`src/hdl/u8ss_pkg.sv`:
```
// ----------------------------------------------------------------------------
// u8ss_pkg
// Shared constants and types of the UTF-8 code-point substring search.
// ----------------------------------------------------------------------------
package u8ss_pkg;

   localparam int NEEDLE_MAX = 16;
   localparam int MAX_BYTES  = 65536;

   localparam int BYTE_W     = 8;
   localparam int COUNT_W    = 17;
   localparam int INDEX_W    = 18;
   localparam int STATUS_W   = 2;
   localparam int NLEN_W     = 5;
   localparam int WIN_IDX_W  = (NEEDLE_MAX > 1) ? $clog2(NEEDLE_MAX) : 1;
   localparam int CONT_W     = 2;
   localparam int CSR_IDX_W  = 3;
   localparam int CSR_DATA_W = 64;

   localparam logic [STATUS_W-1:0] STATUS_OK          = 2'd0;
   localparam logic [STATUS_W-1:0] STATUS_BAD_POS     = 2'd1;
   localparam logic [STATUS_W-1:0] STATUS_TOO_LONG    = 2'd2;

   localparam logic [CSR_IDX_W-1:0] CSR_NEEDLE_LOW    = 3'd0;
   localparam logic [CSR_IDX_W-1:0] CSR_NEEDLE_HIGH   = 3'd1;
   localparam logic [CSR_IDX_W-1:0] CSR_NEEDLE_LENGTH = 3'd2;
   localparam logic [CSR_IDX_W-1:0] CSR_FIND_LAST     = 3'd3;
   localparam logic [CSR_IDX_W-1:0] CSR_HAS_LIMIT     = 3'd4;
   localparam logic [CSR_IDX_W-1:0] CSR_START_POS     = 3'd5;

   typedef logic [BYTE_W-1:0]  byte_type;
   typedef logic [COUNT_W-1:0] count_type;

   typedef struct packed {
      logic      hit;
      count_type cp;
   } match_type;

endpackage

```
`src/hdl/u8ss_channels.sv`:
```
// ----------------------------------------------------------------------------
// u8ss channels
// Request and response channels of the UTF-8 code-point substring search.
// ----------------------------------------------------------------------------
interface u8ss_req_if import u8ss_pkg::*; ();
   logic     valid;
   logic     ready;
   byte_type data_byte;
   logic     no_byte;
   logic     is_last;

   modport source (output valid, output data_byte, output no_byte, output is_last,
                   input ready);
   modport sink (input valid, input data_byte, input no_byte, input is_last,
                 output ready);
endinterface

interface u8ss_rsp_if import u8ss_pkg::*; ();
   logic                       valid;
   logic                       ready;
   logic signed [INDEX_W-1:0]  match_index;
   logic        [STATUS_W-1:0] status;

   modport source (output valid, output match_index, output status, input ready);
   modport sink (input valid, input match_index, input status, output ready);
endinterface

```
`src/hdl/u8ss_match.sv`:
```
// ----------------------------------------------------------------------------
// u8ss_match
// Compares the byte window against the needle, anchored at a boundary.
// ----------------------------------------------------------------------------
module u8ss_match import u8ss_pkg::*; (
   input  byte_type                   win_byte [NEEDLE_MAX],
   input  logic [NEEDLE_MAX-1:0]      win_bound,
   input  count_type                  win_cp [NEEDLE_MAX],
   input  count_type                  byte_total,
   input  logic [CSR_DATA_W-1:0]      needle_low,
   input  logic [CSR_DATA_W-1:0]      needle_high,
   input  logic [NLEN_W-1:0]          needle_length,
   output match_type                  result
);

   localparam logic [NLEN_W-1:0] LEN_CAP = NLEN_W'(NEEDLE_MAX);

   byte_type              needle_byte [NEEDLE_MAX];
   logic [NLEN_W-1:0]     used_len;
   logic [NLEN_W-1:0]     last_pos;
   logic [WIN_IDX_W-1:0]  anchor_slot;
   logic [NEEDLE_MAX-1:0] byte_ok;
   logic [NLEN_W-1:0]     pick [NEEDLE_MAX];

   always_comb begin
      for (int k = 0; k < NEEDLE_MAX; k++) begin
         if (k < 8) begin
            needle_byte[k] = needle_low[8*(k%8) +: 8];
         end else begin
            needle_byte[k] = needle_high[8*(k%8) +: 8];
         end
      end
   end

   assign used_len    = (needle_length > LEN_CAP) ? LEN_CAP : needle_length;
   assign last_pos    = used_len - NLEN_W'(1);
   assign anchor_slot = last_pos[WIN_IDX_W-1:0];

   // window slot j holds needle byte len-1-j
   always_comb begin
      for (int j = 0; j < NEEDLE_MAX; j++) begin
         pick[j] = last_pos - NLEN_W'(j);
         if (NLEN_W'(j) < used_len) begin
            byte_ok[j] = (win_byte[j] == needle_byte[pick[j][WIN_IDX_W-1:0]]);
         end else begin
            byte_ok[j] = 1'b1;
         end
      end
   end

   assign result.hit = (used_len != '0)
                       && (byte_total >= COUNT_W'(used_len))
                       && win_bound[anchor_slot]
                       && (&byte_ok);
   assign result.cp  = win_cp[anchor_slot];

endmodule

```
`src/hdl/utf8_codepoint_substring_search.sv`:
```
// ----------------------------------------------------------------------------
// utf8_codepoint_substring_search
// Streams UTF-8 haystack bytes and reports the code-point index of a needle.
// ----------------------------------------------------------------------------
// The block takes one haystack byte per clock cycle and can keep doing so
// without gaps. Each request is registered, then classed as a code-point
// boundary, shifted into a sixteen-byte window and compared against the
// needle in the following cycle; a request marked is_last yields one response
// registered once it can advance. A single response register holds that
// result, and the request side keeps flowing while it waits unless another
// end of string arrives before the response is taken. The user must write
// configuration between strings via csr, unenforced; it is not read back.
// ----------------------------------------------------------------------------
module utf8_codepoint_substring_search import u8ss_pkg::*; (
   input  logic                  clock,
   input  logic                  reset,
   u8ss_req_if.sink              req_chan,
   u8ss_rsp_if.source            rsp_chan,
   input  logic                  csr_write_enable,
   input  logic [CSR_IDX_W-1:0]  csr_index,
   input  logic [CSR_DATA_W-1:0] csr_write_data
);

   localparam count_type MAX_COUNT = COUNT_W'(MAX_BYTES);

   // configuration
   logic [CSR_DATA_W-1:0] needle_low_ff, needle_high_ff;
   logic [NLEN_W-1:0]     needle_length_ff;
   logic                  find_last_ff, has_limit_ff;
   count_type             start_pos_ff;

   // request register
   logic     s1_valid_ff;
   byte_type s1_byte_ff;
   logic     s1_no_byte_ff, s1_last_ff;

   // stream state
   byte_type              win_byte_ff [NEEDLE_MAX];
   byte_type              win_byte_in [NEEDLE_MAX];
   logic [NEEDLE_MAX-1:0] win_bound_ff, win_bound_in;
   count_type             win_cp_ff [NEEDLE_MAX];
   count_type             win_cp_in [NEEDLE_MAX];
   logic [CONT_W-1:0]     cont_ff, cont_in;
   count_type             byte_total_ff, byte_total_in;
   count_type             cp_total_ff, cp_total_in;
   count_type             best_ff, best_in;
   logic                  found_ff, found_in;
   logic                  overflow_ff, overflow_in;

   // response register
   logic                      rsp_valid_ff;
   logic signed [INDEX_W-1:0] rsp_index_ff, rsp_index_in;
   logic [STATUS_W-1:0]       rsp_status_ff, rsp_status_in;

   logic      out_free, advance, finish, take, full, shift, boundary;
   match_type match;
   count_type empty_index;

   assign out_free = !rsp_valid_ff || rsp_chan.ready;
   assign advance  = s1_valid_ff && (!s1_last_ff || out_free);
   assign finish   = advance && s1_last_ff;
   assign take     = advance && !s1_no_byte_ff;
   assign full     = (byte_total_ff >= MAX_COUNT);
   assign shift    = take && !full;

   assign req_chan.ready       = !s1_valid_ff || advance;
   assign rsp_chan.valid       = rsp_valid_ff;
   assign rsp_chan.match_index = rsp_index_ff;
   assign rsp_chan.status      = rsp_status_ff;

   // configuration writes
   always_ff @(posedge clock) begin
      if (reset) begin
         needle_low_ff    <= '0;
         needle_high_ff   <= '0;
         needle_length_ff <= '0;
         find_last_ff     <= 1'b0;
         has_limit_ff     <= 1'b0;
         start_pos_ff     <= '0;
      end else if (csr_write_enable) begin
         unique case (csr_index)
            CSR_NEEDLE_LOW:    needle_low_ff    <= csr_write_data;
            CSR_NEEDLE_HIGH:   needle_high_ff   <= csr_write_data;
            CSR_NEEDLE_LENGTH: needle_length_ff <= csr_write_data[NLEN_W-1:0];
            CSR_FIND_LAST:     find_last_ff     <= csr_write_data[0];
            CSR_HAS_LIMIT:     has_limit_ff     <= csr_write_data[0];
            CSR_START_POS:     start_pos_ff     <= csr_write_data[COUNT_W-1:0];
            default: ;
         endcase
      end
   end

   // request register
   always_ff @(posedge clock) begin
      if (reset) begin
         s1_valid_ff <= 1'b0;
      end else if (req_chan.ready) begin
         s1_valid_ff <= req_chan.valid;
      end
   end

   always_ff @(posedge clock) begin
      if (req_chan.ready && req_chan.valid) begin
         s1_byte_ff    <= req_chan.data_byte;
         s1_no_byte_ff <= req_chan.no_byte;
         s1_last_ff    <= req_chan.is_last;
      end
   end

   // code-point boundary decode
   always_comb begin
      priority if (cont_ff != '0 && s1_byte_ff[7:6] == 2'b10) begin
         boundary = 1'b0;
         cont_in  = cont_ff - CONT_W'(1);
      end else if (s1_byte_ff[7:5] == 3'b110) begin
         boundary = 1'b1;
         cont_in  = CONT_W'(1);
      end else if (s1_byte_ff[7:4] == 4'b1110) begin
         boundary = 1'b1;
         cont_in  = CONT_W'(2);
      end else if (s1_byte_ff[7:3] == 5'b11110) begin
         boundary = 1'b1;
         cont_in  = CONT_W'(3);
      end else begin
         boundary = 1'b1;
         cont_in  = '0;
      end
   end

   // shifted window and counters
   always_comb begin
      win_byte_in[0]  = s1_byte_ff;
      win_bound_in[0] = boundary;
      win_cp_in[0]    = cp_total_ff;
      for (int k = 1; k < NEEDLE_MAX; k++) begin
         win_byte_in[k]  = win_byte_ff[k-1];
         win_bound_in[k] = win_bound_ff[k-1];
         win_cp_in[k]    = win_cp_ff[k-1];
      end
   end

   assign byte_total_in = shift ? byte_total_ff + COUNT_W'(1) : byte_total_ff;
   assign cp_total_in   = (shift && boundary) ? cp_total_ff + COUNT_W'(1) : cp_total_ff;
   assign overflow_in   = overflow_ff || (take && full);

   u8ss_match u_match (
      .win_byte      (win_byte_in),
      .win_bound     (win_bound_in),
      .win_cp        (win_cp_in),
      .byte_total    (byte_total_in),
      .needle_low    (needle_low_ff),
      .needle_high   (needle_high_ff),
      .needle_length (needle_length_ff),
      .result        (match)
   );

   always_comb begin
      found_in = found_ff;
      best_in  = best_ff;
      if (shift && match.hit) begin
         if (!find_last_ff) begin
            if (!found_ff && match.cp >= start_pos_ff) begin
               found_in = 1'b1;
               best_in  = match.cp;
            end
         end else if (!has_limit_ff || match.cp <= start_pos_ff) begin
            found_in = 1'b1;
            best_in  = match.cp;
         end
      end
   end

   // response value from the state after this byte
   always_comb begin
      empty_index = cp_total_in;
      if (has_limit_ff && start_pos_ff < cp_total_in) begin
         empty_index = start_pos_ff;
      end
      rsp_status_in = STATUS_OK;
      rsp_index_in  = '1;
      priority if (overflow_in) begin
         rsp_status_in = STATUS_TOO_LONG;
      end else if ((!find_last_ff || has_limit_ff) && start_pos_ff > byte_total_in) begin
         rsp_status_in = STATUS_BAD_POS;
      end else if (needle_length_ff == '0) begin
         if (!find_last_ff) begin
            if (start_pos_ff <= cp_total_in) begin
               rsp_index_in = {1'b0, start_pos_ff};
            end
         end else begin
            rsp_index_in = {1'b0, empty_index};
         end
      end else begin
         if (found_in) begin
            rsp_index_in = {1'b0, best_in};
         end
      end
   end

   // stream state registers
   always_ff @(posedge clock) begin
      if (reset) begin
         win_bound_ff  <= '0;
         cont_ff       <= '0;
         byte_total_ff <= '0;
         cp_total_ff   <= '0;
         found_ff      <= 1'b0;
         overflow_ff   <= 1'b0;
      end else if (finish) begin
         win_bound_ff  <= '0;
         cont_ff       <= '0;
         byte_total_ff <= '0;
         cp_total_ff   <= '0;
         found_ff      <= 1'b0;
         overflow_ff   <= 1'b0;
      end else if (advance) begin
         if (shift) begin
            win_bound_ff <= win_bound_in;
            cont_ff      <= cont_in;
         end
         byte_total_ff <= byte_total_in;
         cp_total_ff   <= cp_total_in;
         found_ff      <= found_in;
         overflow_ff   <= overflow_in;
      end
   end

   always_ff @(posedge clock) begin
      if (shift) begin
         win_byte_ff <= win_byte_in;
         win_cp_ff   <= win_cp_in;
      end
      if (advance) begin
         best_ff <= best_in;
      end
   end

   // response register
   always_ff @(posedge clock) begin
      if (reset) begin
         rsp_valid_ff <= 1'b0;
      end else if (finish) begin
         rsp_valid_ff <= 1'b1;
      end else if (rsp_chan.ready) begin
         rsp_valid_ff <= 1'b0;
      end
   end

   always_ff @(posedge clock) begin
      if (finish) begin
         rsp_index_ff  <= rsp_index_in;
         rsp_status_ff <= rsp_status_in;
      end
   end

   a_overflow_full: assert property (@(posedge clock) disable iff (reset)
      overflow_ff |-> (byte_total_ff == MAX_COUNT))
      else $error("overflow flagged below the byte limit");

   a_cp_le_bytes: assert property (@(posedge clock) disable iff (reset)
      cp_total_ff <= byte_total_ff)
      else $error("code-point count exceeds byte count");

   a_clear_after_end: assert property (@(posedge clock) disable iff (reset)
      finish |=> (byte_total_ff == '0 && !found_ff && !overflow_ff && rsp_valid_ff))
      else $error("stream state not cleared after end of string");

endmodule

```
`src/flat_wrapper.sv`:
```
// flat-port wrapper written by rule: the top's interface ports become plain ports
module utf8_codepoint_substring_search_flat import u8ss_pkg::*;
  (clock, reset, csr_write_enable, csr_index, csr_write_data, req_chan_valid, req_chan_data_byte, req_chan_no_byte, req_chan_is_last, req_chan_ready, rsp_chan_valid, rsp_chan_match_index, rsp_chan_status, rsp_chan_ready);
  u8ss_req_if req_chan_i ();
  u8ss_rsp_if rsp_chan_i ();
  input  logic clock;
  input  logic reset;
  input  logic csr_write_enable;
  input  logic [CSR_IDX_W-1:0] csr_index;
  input  logic [CSR_DATA_W-1:0] csr_write_data;
  input wire logic [$bits(req_chan_i.valid)-1:0] req_chan_valid;
  input wire logic [$bits(req_chan_i.data_byte)-1:0] req_chan_data_byte;
  input wire logic [$bits(req_chan_i.no_byte)-1:0] req_chan_no_byte;
  input wire logic [$bits(req_chan_i.is_last)-1:0] req_chan_is_last;
  output wire logic [$bits(req_chan_i.ready)-1:0] req_chan_ready;
  output wire logic [$bits(rsp_chan_i.valid)-1:0] rsp_chan_valid;
  output wire logic [$bits(rsp_chan_i.match_index)-1:0] rsp_chan_match_index;
  output wire logic [$bits(rsp_chan_i.status)-1:0] rsp_chan_status;
  input wire logic [$bits(rsp_chan_i.ready)-1:0] rsp_chan_ready;
  assign req_chan_i.valid = req_chan_valid;
  assign req_chan_i.data_byte = req_chan_data_byte;
  assign req_chan_i.no_byte = req_chan_no_byte;
  assign req_chan_i.is_last = req_chan_is_last;
  assign req_chan_ready = req_chan_i.ready;
  assign rsp_chan_valid = rsp_chan_i.valid;
  assign rsp_chan_match_index = rsp_chan_i.match_index;
  assign rsp_chan_status = rsp_chan_i.status;
  assign rsp_chan_i.ready = rsp_chan_ready;
  utf8_codepoint_substring_search u_core (.clock(clock), .reset(reset), .req_chan(req_chan_i), .rsp_chan(rsp_chan_i), .csr_write_enable(csr_write_enable), .csr_index(csr_index), .csr_write_data(csr_write_data));
endmodule
```
`config.mk`:
```
export PLATFORM = sky130hd
export DESIGN_NAME = utf8_codepoint_substring_search_flat
export DESIGN_NICKNAME = d
export VERILOG_FILES = /design/src/hdl/u8ss_pkg.sv /design/src/hdl/u8ss_channels.sv /design/src/hdl/u8ss_match.sv /design/src/hdl/utf8_codepoint_substring_search.sv /design/src/flat_wrapper.sv
export SDC_FILE = /design/constraint.sdc
export NUM_CORES = 2
export LEC_CHECK = 0
export BUFFER_PORTS_ARGS = -buffer_cell sky130_fd_sc_hd__buf_2
export CAP_MARGIN = 20
export CORE_ASPECT_RATIO = 0.8
export CORE_MARGIN = 4
export CORE_UTILIZATION = 50
export CTS_CLUSTER_DIAMETER = 50
export DETAILED_ROUTE_END_ITERATION = 10
export GPL_TIMING_DRIVEN = 0
export PLACE_DENSITY = 0.66
export SYNTH_ARGS = -nofsm -noshare
export SYNTH_HDL_FRONTEND = slang
export SYNTH_SLANG_ARGS = --single-unit
```
`constraint.sdc`:
```
create_clock -name clock -period 34.9 [get_ports clock]
set_input_delay 3.49 -clock clock [delete_from_list [all_inputs] [get_ports clock]]
set_output_delay 3.49 -clock clock [all_outputs]
set_load 0.02 [all_outputs]
```
## Word-level counts from Yosys, hierarchy flattened

Index checks and enable logic that the tools add are counted.

| storage, ports and cells | value |
|---|---|
| memory bits (writable) | 0 |
| flip-flop bits (word level) | 629 |
| bits in latches | 0 |
| bits in read-only memories | 0 |
| output and inout bits | 22 |
| bits of input ports | 82 |
| memories | 0 |

| cells by class | value |
|---|---|
| divide/modulo/power cells | 0 |
| shift-type cells | 0 |
| eq/ne operators | 25 |
| reductions and logical operators | 44 |
| order comparisons | 41 |
| multiply operators | 0 |
| muxes and demuxes | 93 |
| add/sub/neg operators | 19 |
| bitwise logic cells | 16 |

Operators with widths:

| kind | count |
|---|---|
| 8-bit binary-select mux with 4-bit select | 16 |
| 8-bit two-way mux | 32 |
| 17-bit two-way mux | 9 |
| 8-bit equality test | 16 |
| 5-bit >= comparator (second input constant) | 16 |
| 4-bit inverter with 5-bit output | 16 |
| 18-bit two-way mux | 4 |
| 17-bit binary-select mux with 4-bit select | 1 |
| 4-bit by 5-bit < comparator with 1-bit output (first input constant) | 8 |
| 17-bit by 1-bit adder with 17-bit output (second input constant) | 2 |
| 17-bit <= comparator | 2 |
| 4-bit subtractor (second input constant) | 8 |
| 1-bit two-way mux | 25 |
| 3-bit by 5-bit < comparator with 1-bit output (first input constant) | 4 |
| 17-bit >= comparator | 1 |
| 17-bit >= comparator (second input constant) | 1 |
| 17-bit by 5-bit >= comparator with 1-bit output | 1 |
| 17-bit > comparator | 1 |
| 17-bit < comparator | 1 |
| 16-bit AND reduction | 1 |
| 4-bit by 3-bit subtractor with 4-bit output (second input constant) | 4 |
| 1-bit logical AND | 15 |
| 2-bit AND reduction | 7 |
| 1-bit by 5-bit < comparator with 1-bit output (first input constant) | 2 |
| 22 further kinds | 45 |

## Longest topological paths before layout

| depth | value |
|---|---|
| depth in word-level cells | 16 |
| gate-level depth with buffers | 35 |
| depth with buffers taken out | 21 |

## Cells and area by module

From an unflattened synthesis, not the netlist that was laid out.

| second synthesis, totals | value |
|---|---|
| cells, all modules | 3,125 |
| area, all modules | 34,140.2 um2 |

Modules (own cells, without submodules):

| module | times used | area an instance (um2) | cells an instance |
|---|---|---|---|
| utf8_codepoint_substring_search | 1 | 22,484.1 | 1,679 |
| u8ss_match | 1 | 11,656.2 | 1,446 |

## Worst setup path after synthesis

OpenSTA, ideal clock, no wires.

| timing path | value |
|---|---|
| path type | input to register |
| start point | input rsp_chan_ready |
| end point | register u_core.win_byte_ff[100] in the netlist's numbering, enable pin |
| stages | 5 |
| setup slack | 19.400 ns |
| arrival time | 14.616 ns |
| path through | nand3b_1 -> nand2_1 -> clkinv_1 -> buf_1 -> buf_1 |

| on the way | value |
|---|---|
| cells in the longest elaborated chain, start to end | 5 |

Ends and longest elaborated chain:

| element | line | source |
|---|---|---|
| start: declaration | flat_wrapper.sv:19 | `input wire logic [$bits(rsp_chan_i.ready)-1:0] rsp_chan_ready;` |
| 1-bit logical OR | utf8_codepoint_substring_search.sv:59 | `assign out_free = !rsp_valid_ff \|\| rsp_chan.ready;` |
| 1-bit logical OR | utf8_codepoint_substring_search.sv:60 | `assign advance = s1_valid_ff && (!s1_last_ff \|\| out_free);` |
| 1-bit logical AND | utf8_codepoint_substring_search.sv:60 |  |
| 1-bit logical AND | utf8_codepoint_substring_search.sv:62 | `assign take = advance && !s1_no_byte_ff;` |
| 1-bit logical AND | utf8_codepoint_substring_search.sv:64 | `assign shift = take && !full;` |
| end signal: assignment | utf8_codepoint_substring_search.sv:230 | `win_byte_ff <= win_byte_in;` |
| end: declaration | utf8_codepoint_substring_search.sv:38 | `byte_type win_byte_ff [NEEDLE_MAX];` |

No other way between the ends.
A chain may end at the register's enable or synchronous reset.

## Worst setup path in the final report

| timing path | value |
|---|---|
| start point | register u_core.needle_length_ff[4] |
| end point | register u_core.rsp_index_ff[9] (netlist: u_core.rsp_chan.match_index[9]), data pin |

| on the way | value |
|---|---|
| cells in the longest elaborated chain, start to end | 16 |
| elaborated cells between the ends (all ways) | 157 |
| classes of those cells | add/sub: 16; order compare: 20; eq/ne: 16; mux: 80; bitwise: 16; reduce/logical: 9 |

Ends and longest elaborated chain:

| element | line | source |
|---|---|---|
| start: declaration | utf8_codepoint_substring_search.sv:28 | `logic [NLEN_W-1:0] needle_length_ff;` |
| start signal: assignment | utf8_codepoint_substring_search.sv:84 | `CSR_NEEDLE_LENGTH: needle_length_ff <= csr_write_data[NLEN_W-1:0];` |
| 5-bit > comparator | u8ss_match.sv:35 | `assign used_len = (needle_length > LEN_CAP) ? LEN_CAP : needle_length;` |
| 5-bit two-way mux | u8ss_match.sv:35 |  |
| 4-bit by 1-bit subtractor with 4-bit output | u8ss_match.sv:36 | `assign last_pos = used_len - NLEN_W'(1);` |
| 4-bit by 1-bit subtractor with 4-bit output (tied with other cells) | u8ss_match.sv:42 | `pick[j] = last_pos - NLEN_W'(j);` |
| 4-bit inverter with 5-bit output (implied by the code) | u8ss_match.sv:44 | `byte_ok[j] = (win_byte[j] == needle_byte[pick[j][WIN_IDX_W-1:0]]);` |
| 8-bit binary-select mux with 4-bit select | u8ss_match.sv:44 |  |
| 8-bit two-way mux (implied by the code) (2 in a row) | u8ss_match.sv:44 |  |
| 8-bit equality test | u8ss_match.sv:44 |  |
| 1-bit two-way mux | u8ss_match.sv:43 | `if (NLEN_W'(j) < used_len) begin` |
| 16-bit AND reduction | u8ss_match.sv:54 | `&& (&byte_ok);` |
| 1-bit logical AND | u8ss_match.sv:54 |  |
| 1-bit logical AND | utf8_codepoint_substring_search.sv:160 | `if (shift && match.hit) begin` |
| 17-bit two-way mux or 1-bit two-way mux (tied branches) | utf8_codepoint_substring_search.sv:160 |  |
| 18-bit two-way mux | utf8_codepoint_substring_search.sv:194 | `if (found_in) begin` |
| 18-bit two-way mux * | utf8_codepoint_substring_search.sv:185 | `end else if (needle_length_ff == '0) begin` |
| end signal: assignment | utf8_codepoint_substring_search.sv:251 | `rsp_index_ff <= rsp_index_in;` |
| end: declaration | utf8_codepoint_substring_search.sv:52 | `logic signed [INDEX_W-1:0] rsp_index_ff, rsp_index_in;` |

Every way passes the cells marked *; elsewhere a longest branch is shown, timed or not. The select of a mux whose other input is x is not followed.

==> impl_metrics.tcl <==
set metrics [dict create \
    port_buffers 102 \
    power_leakage_uw 0.0137 \
    core_um2 68800 \
    die_area_um2 73600 \
    worstMarginPinSlew_ns 1.42 \
    drt_iter0_markers 3809 \
    grt-ovfl-total 0 \
    hold_buffers 0 \
    crit_type "reg2reg" \
    slowest_delay_ns 0.74 \
    maxCapViolations 0 \
    ys.flop_type "edfxtp_1" \
    cts_setup_buffers 0 \
    gp_congestion 1.07 \
    ir_worst_vdd_v 0.0000462 \
    fillers 5670 \
    cp_slowest_cell "clkbuf_1" \
    max_freq_mhz 86.2 \
    post-route-period-util_pct 33.3 \
    insertion_delay_ns 0.64 \
    route.vias.total 27900 \
    crit_fanout 12 \
    syn_inst 2959 \
    clock_skew_ns 0.0319 \
    vias_per_cell 6.71 \
    worst_setup_path_end_kind "flop" \
    final.min_clock_period_ns 11.61 \
    clkSinkCount 629 \
    cts_buffers 69 \
    rows 86 \
    rrSetupSlack_ns 23.29 \
    multi_input_area_um2 16800 \
    grt_pass1_wl_um 194000 \
    synth_area_um2 34700 \
    yosysWarningCount 0 \
    synth_area_leaders "edfxtp_1 37%, dfxtp_1 12%, mux4_2 12%" \
    syn2layout_area_growth_pct 13.2 \
    pwr_density_cell_nw_per_um2 45.9 \
    cts_resized 0 \
    crit_path_frequent_cell "clkbuf_1" \
    seq_area_frac_synth_pct 48.5 \
    total_power_uw 1800 \
    die_x_um 302 \
    ys_async_sr_fraction_pct 0 \
    ys_types 78 \
    ys_ff_latch 629 \
    setup_ws_ns 23.29 \
    cts_tree "yes" \
    clock_path_buffers 3 \
    drc 0 \
    setup_viol_count_final 0 \
    required_ns 35.27 \
    cts_htree_levels 3 \
    synth.most_common_cell "nand2_1" \
    grt_max_degree 46 \
    report.final.hold_viol_count 0 \
    antenna_found_initial 6 \
    hpwl_um 107000 \
    final_core_util_pct 57.0 \
    num_io_pins 104 \
    fp.dieH_um 243 \
    start_util_pct 50.4 \
    cp-start-kind "flop" \
    min_path_type "reg2reg" \
    grt_pass1_vias 26400 \
    dr.pass1.iters 6 \
    routed_wl_um 139000 \
    rsz0062_at_grt "false" \
    maxSlewViolCount 0 \
    wl_per_cell_um 33.4 \
    cp.arrival_ns 11.98 \
    regArea_um2 16800 \
    syn-num-nets 3105 \
    avgSynthCellArea_um2 11.7 \
    grtUsageTotal_pct 37.2 \
    slew_headroom_pct 2.71 \
    drt.antenna.violating_nets 0 \
    clk_pin_slew_worst_paths_ns 0.06 \
    yosys.area.top_type "edfxtp_1" \
    finalSetupTns_ns 0 \
    outcome "completed" \
    nets 3326 \
    drive_above_1_share_pct 17.7 \
    cts_root_buf "clkbuf_16" \
    dp_slack_ns 22.96 \
    synth_edf_count 422 \
    yosys.area.top_type_share_pct 36.6 \
    synth_commonest_cells "441 x nand2_1, 422 x edfxtp_1, 290 x mux2i_1" \
]
where the power goes:
group,internal (µW),switching [µW]
clock network,423,325
logic,79.3,136
registers,815,20.4
total,1320,482
state kept, by name (all words and copies together), names as in the netlist, 17 cells and up:
register                     cells
u_core.best_ff                  17
u_core.byte_total_ff            17
u_core.cp_total_ff              17
u_core.needle_high_ff           64
u_core.needle_low_ff            64
u_core.rsp_chan.match_index     18
u_core.start_pos_ff             17
u_core.win_byte_ff             120
u_core.win_cp_ff               255
cell usage in the layout (no fill, tap or decap), types with 29 or more instances in the layout:
master and n:
ha_1 64, nand2_1 441, nor2_1 103, a31oi_1 29, a21oi_1 226, nand3_1 45, edfxtp_1 422, inv_1 49
mux2i_1 290, clkbuf_16 69, mux2_2 34, and3_1 56, buf_2 143, buf_4 45, mux4_2 184, xor2_1 68
clkbuf_1 116, xnor2_1 68, nand4_1 55, o21ai_0 66, dfxtp_1 207
worst paths after layout:
check                                                        startpoint                                           end  cells past startpoint
worst max-delay path            u_core.needle_length_ff[4]$_SDFFE_PP0P_  u_core.rsp_chan.match_index[9]$_SDFFCE_PP1P_                     28
worst max register to register  u_core.needle_length_ff[4]$_SDFFE_PP0P_  u_core.rsp_chan.match_index[9]$_SDFFCE_PP1P_                     28
worst min register to register          u_core.win_cp_ff[173]$_DFFE_PN_               u_core.win_cp_ff[156]$_DFFE_PN_                      0
worst min-delay path                    u_core.win_cp_ff[173]$_DFFE_PN_               u_core.win_cp_ff[156]$_DFFE_PN_                      0
kinds of logic after synthesis:
kind of cell / after synthesis / synth area share [%]
XOR/XNOR: 139 / 3.60
buffers and inverters: 245 / 3.08
adder cells (fa/ha/maj): 64 / 2.31
AND/OR/NAND/NOR: 860 / 11.8
multiplexers: 513 / 21.6
flip-flops: 629 / 48.5
AO/OA/AOI/OAI: 509 / 9.06
metal layers:
layer	GRT usage, %	vias up	wire, µm	part of all wire [%]
met2	49.9	2019	54800	39
met5	0.265	-	8	0.0058
li1	-	11700	-	-
met4	11.8	2	5180	3.7
met3	11.4	303	19000	14
met1	57.3	13900	59900	43
layout make-up:
class | count | share of cell area (%)
Buffer | 190 | 2.20
Inverter | 55 | 0.526
Sequential cell | 629 | 42.9
Timing Repair Buffer | 150 | 2.71
Multi-Input combinational cell | 2085 | 42.8
Antenna cell | 2 | 0.0128
Clock buffer | 85 | 4.68
Tap cell | 924 | 2.95
Clock inverter | 41 | 1.26
worst max-delay path: cells and delay by family (launching register included):
family / cells / cell delay (ns)
buffers and inverters: 11 / 5.83
adders and majority gates: 2 / 0.96
DFF: 1 / 0.41
AOI/OAI and AO/OA: 9 / 2.87
and+or+nand+nor: 5 / 0.85
muxes: 1 / 0.37
stage by stage:
step           std cells  hold slack [ns]  instance area, µm²
3_5_place_dp        4021            0.428               36800
4_1_cts             4147            0.441               39100
3_3_place_gp        3985            0.423               36300
2_1_floorplan       2959            0.421               34700
5_1_grt             4159            0.452               39200
6_report            4161            0.438               39200
No activity file was read; power rests on OpenSTA's default activity.
